**src/rtl/skaf_pkg.sv**
```systemverilog
// shared types, widths and constants of the scalar kalman adc filter
// no dependencies; every other rtl module imports this package
package skaf_pkg;

  // channel store
  localparam int CHANNELS = 8;
  localparam int CH_AW    = (CHANNELS > 1) ? $clog2(CHANNELS) : 1;

  // field and datapath widths
  localparam int CH_W     = 3;
  localparam int SMP_W    = 16;
  localparam int COV_W    = 32;
  localparam int EST_W    = 32;
  localparam int FRAC_COV = 24;
  localparam int FRAC_EST = 16;
  localparam int QUOT_W   = FRAC_COV;
  localparam int REM_W    = COV_W + 1;
  localparam int ACC_W    = QUOT_W + COV_W;
  localparam int CNT_W    = $clog2(QUOT_W + 1);

  // register reset values and estimate ceiling
  localparam logic [COV_W-1:0] Q_RESET = 32'd5033;
  localparam logic [COV_W-1:0] R_RESET = 32'd1677722;
  localparam logic [EST_W-1:0] EST_MAX = 32'hFFFF_0000;

  // configuration port
  localparam int APB_AW  = 3;
  localparam int APB_DW  = 32;
  localparam int REG_BIT = 2;
  localparam logic REG_Q = 1'b0;
  localparam logic REG_R = 1'b1;

  typedef struct packed {
    logic [CH_W-1:0]  channel;
    logic [SMP_W-1:0] sample;
  } skaf_in_t;

  typedef struct packed {
    logic [CH_W-1:0]  channel_out;
    logic [SMP_W-1:0] filtered;
  } skaf_out_t;

  // one entry of the per-channel store
  typedef struct packed {
    logic [EST_W-1:0] est;
    logic [COV_W-1:0] cov;
  } skaf_chan_t;

  // one quotient bit from the divider to the multipliers
  typedef struct packed {
    logic valid;
    logic last;
    logic qbit;
  } skaf_qbit_t;

  typedef enum logic [1:0] {
    ST_IDLE,
    ST_READ,
    ST_DIV,
    ST_FINISH
  } skaf_state_t;

endpackage

```
**src/rtl/skaf_state.sv**
```systemverilog
// per-channel estimate and covariance store with registered read
// depends on skaf_pkg; valid bits give the zero reset value
module skaf_state (
  input  logic                      clk,
  input  logic                      rst,
  input  logic                      rd_en,
  input  logic [skaf_pkg::CH_AW-1:0] rd_addr,
  output skaf_pkg::skaf_chan_t      rd_data,
  input  logic                      wr_en,
  input  logic [skaf_pkg::CH_AW-1:0] wr_addr,
  input  skaf_pkg::skaf_chan_t      wr_data
);
  import skaf_pkg::*;

  skaf_chan_t          mem [CHANNELS];
  logic [CHANNELS-1:0] valid;
  skaf_chan_t          rd_word;
  logic                rd_valid;

  // entry valid bits
  always_ff @(posedge clk) begin
    if (rst) begin
      valid <= '0;
    end else if (wr_en) begin
      valid[wr_addr] <= 1'b1;
    end
  end

  // memory write and registered read
  always_ff @(posedge clk) begin
    if (wr_en) begin
      mem[wr_addr] <= wr_data;
    end
    if (rd_en) begin
      rd_word  <= mem[rd_addr];
      rd_valid <= valid[rd_addr];
    end
  end

  // an entry never written reads as zero
  assign rd_data = rd_valid ? rd_word : '0;

endmodule

```
**src/rtl/skaf_div.sv**
```systemverilog
// radix-2 restoring divider, one gain bit per cycle, msb first
// depends on skaf_pkg; the dividend is prior shifted up by the fraction width
module skaf_div (
  input  logic                      clk,
  input  logic                      rst,
  input  logic                      start,
  input  logic [skaf_pkg::COV_W-1:0] prior,
  input  logic [skaf_pkg::REM_W-1:0] divisor,
  output skaf_pkg::skaf_qbit_t      q_out
);
  import skaf_pkg::*;

  logic [REM_W-1:0] rem;
  logic [REM_W-1:0] dsr;
  logic [CNT_W-1:0] cnt;
  logic [REM_W:0]   trial;
  logic             ge;

  // shift remainder and compare against the divisor
  assign trial = {rem, 1'b0};
  assign ge    = trial >= {1'b0, dsr};

  // bit counter and quotient bit output
  always_ff @(posedge clk) begin
    if (rst) begin
      cnt   <= '0;
      q_out <= '0;
    end else if (start) begin
      cnt         <= CNT_W'(QUOT_W);
      q_out.valid <= 1'b0;
    end else if (cnt != '0) begin
      q_out.valid <= 1'b1;
      q_out.qbit  <= ge;
      q_out.last  <= (cnt == CNT_W'(1));
      cnt         <= cnt - CNT_W'(1);
    end else begin
      q_out.valid <= 1'b0;
      q_out.last  <= 1'b0;
    end
  end

  // remainder; the prior is always below the divisor
  always_ff @(posedge clk) begin
    if (start) begin
      rem <= {1'b0, prior};
      dsr <= divisor;
    end else if (cnt != '0) begin
      rem <= ge ? REM_W'(trial - {1'b0, dsr}) : trial[REM_W-1:0];
    end
  end

endmodule

```
**src/rtl/skaf_mac.sv**
```systemverilog
// msb-first serial multiplier: one gain bit per transfer from the divider
// depends on skaf_pkg; accumulator holds the full product of gain and operand
module skaf_mac (
  input  logic                      clk,
  input  logic                      clear,
  input  skaf_pkg::skaf_qbit_t      q_in,
  input  logic [skaf_pkg::COV_W-1:0] operand,
  output logic [skaf_pkg::ACC_W-1:0] acc
);
  import skaf_pkg::*;

  logic [ACC_W-1:0] addend;

  assign addend = q_in.qbit ? ACC_W'(operand) : '0;

  // double and add the selected partial product
  always_ff @(posedge clk) begin
    if (clear) begin
      acc <= '0;
    end else if (q_in.valid) begin
      acc <= {acc[ACC_W-2:0], 1'b0} + addend;
    end
  end

endmodule

```
**src/rtl/scalar_kalman_adc_filter_top.sv**
```systemverilog
// top level of the per-channel scalar kalman filter for adc samples
// depends on skaf_pkg, skaf_state, skaf_div and skaf_mac
//
//   channel   signals                                   direction
//   sample    sample_valid sample_ready sample_data     in
//   result    result_valid result_ready result_data     out
//   config    psel penable pwrite paddr pwdata prdata   apb slave, pready tied high
//
// an item goes from transfer to result through accept, store read, the
// 24-bit gain from the serial divider one bit at a time, and the update.
// the two multiplies run beside the divider on its registered gain bits.
// reset clears the store valid bits and loads the noise registers at once.
// a stalled result holds the update cycle until the output register frees.
module scalar_kalman_adc_filter_top (
  input  logic                        clk,
  input  logic                        rst,
  input  logic                        psel,
  input  logic                        penable,
  input  logic                        pwrite,
  input  logic [skaf_pkg::APB_AW-1:0] paddr,
  input  logic [skaf_pkg::APB_DW-1:0] pwdata,
  output logic [skaf_pkg::APB_DW-1:0] prdata,
  output logic                        pready,
  input  logic                        sample_valid,
  output logic                        sample_ready,
  input  skaf_pkg::skaf_in_t          sample_data,
  output logic                        result_valid,
  input  logic                        result_ready,
  output skaf_pkg::skaf_out_t         result_data
);
  import skaf_pkg::*;

  skaf_state_t      state;
  skaf_state_t      state_next;
  logic [COV_W-1:0] q_reg;
  logic [COV_W-1:0] r_reg;
  skaf_in_t         item;
  logic [COV_W-1:0] prior;
  logic [EST_W-1:0] mag;
  logic [EST_W-1:0] est;
  logic             neg;

  logic             accept;
  logic             div_start;
  logic             finish;
  logic             ch_ok;
  skaf_chan_t       rd_data;
  skaf_chan_t       wr_data;
  skaf_qbit_t       qbit;
  logic [ACC_W-1:0] acc_corr;
  logic [ACC_W-1:0] acc_cov;

  logic [COV_W:0]   prior_sum;
  logic [COV_W-1:0] prior_sat;
  logic [COV_W-1:0] r_eff;
  logic [REM_W-1:0] divisor;
  logic [EST_W-1:0] target;
  logic             neg_now;
  logic [COV_W-1:0] corr;
  logic [ACC_W-1:0] cov_full;
  logic signed [EST_W+1:0] est_sum;
  logic [EST_W-1:0] est_new;

  // configuration registers
  assign pready = 1'b1;

  always_ff @(posedge clk) begin
    if (rst) begin
      q_reg <= Q_RESET;
      r_reg <= R_RESET;
    end else if (psel && penable && pwrite && pready) begin
      unique case (paddr[REG_BIT])
        REG_Q:   q_reg <= pwdata;
        REG_R:   r_reg <= pwdata;
        default: ;
      endcase
    end
  end

  always_comb begin
    unique case (paddr[REG_BIT])
      REG_Q:   prdata = q_reg;
      REG_R:   prdata = r_reg;
      default: prdata = '0;
    endcase
  end

  // sequencer
  assign accept = sample_valid && sample_ready;
  assign ch_ok  = int'(item.channel) < CHANNELS;

  always_ff @(posedge clk) begin
    if (rst) begin
      state <= ST_IDLE;
    end else begin
      state <= state_next;
    end
  end

  always_comb begin
    state_next   = state;
    sample_ready = 1'b0;
    div_start    = 1'b0;
    finish       = 1'b0;
    unique case (state)
      ST_IDLE: begin
        sample_ready = 1'b1;
        if (sample_valid) begin
          state_next = ST_READ;
        end
      end
      ST_READ: begin
        div_start  = 1'b1;
        state_next = ST_DIV;
      end
      ST_DIV: begin
        if (qbit.valid && qbit.last) begin
          state_next = ST_FINISH;
        end
      end
      ST_FINISH: begin
        if (!result_valid || result_ready) begin
          finish     = 1'b1;
          state_next = ST_IDLE;
        end
      end
      default: state_next = ST_IDLE;
    endcase
  end

  // channel store
  skaf_state u_state (
    .clk     (clk),
    .rst     (rst),
    .rd_en   (accept),
    .rd_addr (CH_AW'(sample_data.channel)),
    .rd_data (rd_data),
    .wr_en   (finish && ch_ok),
    .wr_addr (CH_AW'(item.channel)),
    .wr_data (wr_data)
  );

  // prior covariance, divisor and innovation magnitude
  assign prior_sum = {1'b0, rd_data.cov} + {1'b0, q_reg};
  assign prior_sat = prior_sum[COV_W] ? '1 : prior_sum[COV_W-1:0];
  assign r_eff     = (r_reg == '0) ? COV_W'(1) : r_reg;
  assign divisor   = {1'b0, prior_sat} + {1'b0, r_eff};
  assign target    = {item.sample, {FRAC_EST{1'b0}}};
  assign neg_now   = target < rd_data.est;

  always_ff @(posedge clk) begin
    if (accept) begin
      item <= sample_data;
    end
    if (div_start) begin
      prior <= prior_sat;
      est   <= rd_data.est;
      neg   <= neg_now;
      mag   <= neg_now ? rd_data.est - target : target - rd_data.est;
    end
  end

  // gain divider and the two serial multipliers
  skaf_div u_div (
    .clk     (clk),
    .rst     (rst),
    .start   (div_start),
    .prior   (prior_sat),
    .divisor (divisor),
    .q_out   (qbit)
  );

  skaf_mac u_mac_corr (
    .clk     (clk),
    .clear   (div_start),
    .q_in    (qbit),
    .operand (mag),
    .acc     (acc_corr)
  );

  skaf_mac u_mac_cov (
    .clk     (clk),
    .clear   (div_start),
    .q_in    (qbit),
    .operand (prior),
    .acc     (acc_cov)
  );

  // estimate and posterior covariance update
  assign corr     = acc_corr[ACC_W-1 -: COV_W];
  assign cov_full = {prior, {FRAC_COV{1'b0}}} - acc_cov;
  assign est_sum  = neg ? $signed({2'b00, est}) - $signed({2'b00, corr})
                        : $signed({2'b00, est}) + $signed({2'b00, corr});

  always_comb begin
    if (est_sum < 0) begin
      est_new = '0;
    end else if (est_sum > $signed({2'b00, EST_MAX})) begin
      est_new = EST_MAX;
    end else begin
      est_new = est_sum[EST_W-1:0];
    end
  end

  assign wr_data.est = est_new;
  assign wr_data.cov = cov_full[ACC_W-1 -: COV_W];

  // output register
  always_ff @(posedge clk) begin
    if (rst) begin
      result_valid <= 1'b0;
    end else if (finish) begin
      result_valid <= 1'b1;
    end else if (result_ready) begin
      result_valid <= 1'b0;
    end
  end

  always_ff @(posedge clk) begin
    if (finish) begin
      result_data.channel_out <= item.channel;
      result_data.filtered    <= ch_ok ? est_new[EST_W-1 -: SMP_W] : '0;
    end
  end

endmodule

```
**config.mk**
```make
export PLATFORM = sky130hd
export DESIGN_NAME = scalar_kalman_adc_filter_top
export DESIGN_NICKNAME = d
export VERILOG_FILES = /design/src/rtl/skaf_pkg.sv /design/src/rtl/skaf_state.sv /design/src/rtl/skaf_div.sv /design/src/rtl/skaf_mac.sv /design/src/rtl/scalar_kalman_adc_filter_top.sv
export SDC_FILE = /design/constraint.sdc
export NUM_CORES = 2
export LEC_CHECK = 0
export ABC_CLOCK_PERIOD_IN_PS = 9590
export BUFFER_PORTS_ARGS = -buffer_cell sky130_fd_sc_hd__buf_2
export CORE_ASPECT_RATIO = 1.2
export CORE_UTILIZATION = 64
export CTS_BUF_LIST = sky130_fd_sc_hd__clkbuf_16
export CTS_CLUSTER_DIAMETER = 80
export DETAILED_ROUTE_END_ITERATION = 8
export GPL_TIMING_DRIVEN = 0
export PLACE_DENSITY = 0.87
export SETUP_SLACK_MARGIN = 0.5
export SLEW_MARGIN = 10
export SYNTH_ARGS = -nofsm -noshare
export SYNTH_HDL_FRONTEND = slang
export SYNTH_SLANG_ARGS = --single-unit
```
**constraint.sdc**
```tcl
create_clock -name clk -period 9.59 [get_ports clk]
set_clock_uncertainty 0.2 [all_clocks]
set_input_delay 0.4795 -clock clk [delete_from_list [all_inputs] [get_ports clk]]
set_output_delay 0.4795 -clock clk [all_outputs]
set_load 0.03 [all_outputs]
```
==> impl_metrics.csv <==
group,metric,value,unit
clock_network,clk_latency,0.70,ns
clock_network,cts_tree,"yes",
pwr,ir_drop,0.280,mV
worst_setup_path,cp_slowest_cell,"edfxtp_1",
placement,place_area,54800,µm²
grt,gr-total-overflow,0,
worst_setup_path,cp.depth,30,
synth,avgSynthCellArea,11.5,µm²
floorplanning,die_h,315,µm
layout,syn2layout_area_growth,11.4,%
placement,port_buffers,109,
floorplanning,io_pins,115,
routing,routed_wl,162000,µm
layout,postLayoutCellArea,58400,µm²
timing,max_clock_freq,114,MHz
layout,fin_util,0.722,
layout,layout-drive-gt1-share,0.125,
timing,slew_violations,0,
routing,routed_via_density,6.80,
timing,tns,0,ns
grt,grt_max_degree,60,
timing,setup_viol,0,
synth,yosysTopAreaCell,"edfxtp_1",
synth,ys_types,93,
worst_setup_path,slowest_delay,0.52,ns
worst_setup_path,crit_buf_inv,4,
synth,ys_top_cells_by_area,"edfxtp_1 44%, dfxtp_1 7.5%, ha_1 7.0%",
clock_network,cts_root_buf,"clkbuf_16",
floorplanning,die_w,263,µm
synth,syn-num-nets,4911,
grt,antenna_found_initial,10,
pwr,powerDensity,344,nW/µm²
synth,async_flop_share,0,
synth,synth_edf_count,776,
grt,grt_use_total,0.383,
synth,yosysSeqAreaShare,0.520,
worst_setup_path,crit_top_cell,"o21ai_0",
worst_setup_path,critical_path.top_delay_family,"compound AO/OA/AOI/OAI gates",
timing,period_share,0.918,
floorplanning,start_util,0.648,
routing,vias,40600,
worst_setup_path,path_max_fanout,10,
clock_network,cts_max_level,3,
routing,drt_iter0_drc,5515,
clock_network,cts.clk_slew.worst_paths,0.07,ns
synth,ys_seq_elements,972,
worst_setup_path,reg2reg_depth,30,
routing,avgRoutedWirePerCell,27.1,µm
timing,fin_crit,8.81,ns
synth,synth_top_area_frac,0.445,
layout,largest_register_ffs,512,
synth,syn_inst,4550,
timing,report.final.hold_viol_count,0,
placement,hpwlAfterDp,112000,µm
pwr,cellLeakagePower,22.2,nW
synth,ys_warn_count,0,
timing,worst_pin_slew,1.33,ns
grt,grt_pass1_wl,238000,µm
floorplanning,die_area,83000,µm²
clock_network,cts_buffers,93,
timing,rsz0062_at_grt,"false",
pwr,finalPower,20.1,mW
floorplanning,std_cell_rows,114,
synth,synthFlopType,"edfxtp_1",
layout,regMostFlops,"u_state.mem",
run,drv_cap,0,
clock_network,clock_sinks,972,
routing,drc,0,
synth,synth_area,52400,µm²
timing,timing.hold.ws,0.0439,ns
worst_hold_path,hold_path_class,"in -> reg",
worst_setup_path,arrival,9.06,ns
placement,globalplace.congestion,1.01,
clock_network,clockBufferDepth,3,
floorplanning,core,80900,µm²
layout,top_regs,"u_state.mem x512, u_state.rd_word x64",
worst_setup_path,worst_setup_path_start_kind,"flop",
grt,grt_pass1_vias,39100,
worst_hold_path,min_path_cells,4,
layout,final_nets,5199,
timing,slew_headroom,0.106,
worst_setup_path,critPathKind,"reg -> reg",
worst_setup_path,cp-end-kind,"flop",
routing,ant_nets,0,
worst_setup_path,required,9.84,ns
routing,dr.pass1.iters,8,
outcome,status,"finished, final reports clean",
==> report_power, final <==
part	internal, mW	leakage, nW	total, mW	switching (mW)
Clock	1.99	1.54	3.72	1.73
Sequential	6.62	8.75	7.22	0.601
Combinational	2.98	11.9	9.17	6.19
Total	11.6	22.2	20.1	8.52
==> cells in the final DEF, fill, tap and decap left out, types with 16 or more instances in the layout <==
master,Yosys,final
a31oi_1,38,37
o21a_1,43,43
nor3_1,88,86
xnor2_1,156,155
mux4_2,130,130
nand2_1,332,331
edfxtp_1,776,776
a311oi_1,18,18
o211ai_1,16,16
or3_1,42,42
buf_2,3,113
nand3b_1,18,18
clkbuf_16,0,95
nor4_1,51,51
clkinv_1,2,16
buf_4,4,20
nand2b_1,37,37
and2_1,121,120
a21o_1,121,121
nand4_1,41,41
a21oi_1,324,323
nor2b_1,49,49
ha_1,292,291
o21ai_0,187,186
inv_1,229,249
o21bai_1,33,33
mux2i_1,58,58
nor2_1,323,317
dfxtp_1,196,196
buf_1,27,27
o31ai_1,18,17
dlygate4sd3_1,0,51
a211oi_1,64,64
xor2_1,67,67
clkbuf_1,192,187
or2_2,27,27
nand3_1,67,67
mux2_2,113,113
and3_1,33,33
==> synthesized netlist by cell type (all sizes together) (13+ instances only) <==
cell     count
edfxtp     776
nand2      332
a21oi      324
nor2       324
ha         292
inv        229
dfxtp      196
clkbuf     192
o21ai      189
xnor2      156
mux4       130
a21o       121
and2       121
mux2       113
nor3        89
nand3       68
xor2        67
a211oi      64
mux2i       58
nor4        51
nor2b       50
o21a        43
or3         42
nand4       41
a31oi       39
nand2b      37
buf         36
and3        33
o21bai      33
or2         27
a311oi      19
nand3b      18
o31ai       18
o211ai      17
a2111oi     15
a221oi      15
a211o       13
o22ai       13
o41ai       13
==> metrics by stage <==
step | worst slack, ns | std cells
after detailed placement | -0.184 | 5734
after global routing | 0.503 | 5963
final | 0.782 | 5966
after floorplan | 2.04 | 4550
after CTS | 0.484 | 5960
after global placement | -1.23 | 5703
==> what timing repair did <==
item | 4_1_cts | 5_1_grt
hold buffers | 51 | 0
pin swaps | 1 | 3
endpoints found under the setup margin | 8 | 8
hold endpoints to repair | 83 | 0
setup buffers | 1 | 1
resized for setup | 5 | 11
==> layout make-up <==
class | instances | area, µm²
sequential | 972 | 27200
multi-input combinational | 3119 | 23500
timing repair buffer | 193 | 1520
tap | 1044 | 1310
clock buffer | 95 | 2380
inverter | 231 | 867
buffer | 228 | 898
fill | 5204 | 22500
antenna | 5 | 12.5
clock inverter | 79 | 649
==> worst min-delay path, stage by stage <==
cell,delay (ns)
buf_2,0.07
nor2b_1,0.07
nor2_1,0.17
nor2_1,0.09
==> path summary, 6_finish.rpt <==
kind              slack [ns]                      startpoint                        endpoint
setup / recovery        0.78      u_state.rd_valid$_DFFE_PP_         u_div.dsr[32]$_DFFE_PP_
setup reg to reg        0.78      u_state.rd_valid$_DFFE_PP_         u_div.dsr[32]$_DFFE_PP_
hold / removal          0.04                    result_ready       result_valid$_SDFFE_PP0P_
hold reg to reg         0.27  u_mac_corr.acc[7]$_SDFFE_PP0P_  u_mac_corr.acc[7]$_SDFFE_PP0P_
==> metal layers <==
metal	up-vias	wire length, µm	GRT usage
met4	8	9470	0.214
met3	695	17900	0.0787
met1	19400	58500	0.484
li1	17500	-	-
met5	-	54	0
met2	2915	75700	0.621
==> cells by family (layout without fill, tap and decap cells) <==
group           after synthesis  after routing  synth area share
compound gates             1031           1031             0.128
xor+xnor                    223            223            0.0373
fa+ha+maj                   300            300            0.0728
buf+inv                     459            826            0.0335
flops                       972            972             0.520
mux                         301            301            0.0912
other cells                   1              6         0.0000716
simple gates               1263           1263             0.118
No activity file was read; power rests on OpenSTA's default activity.
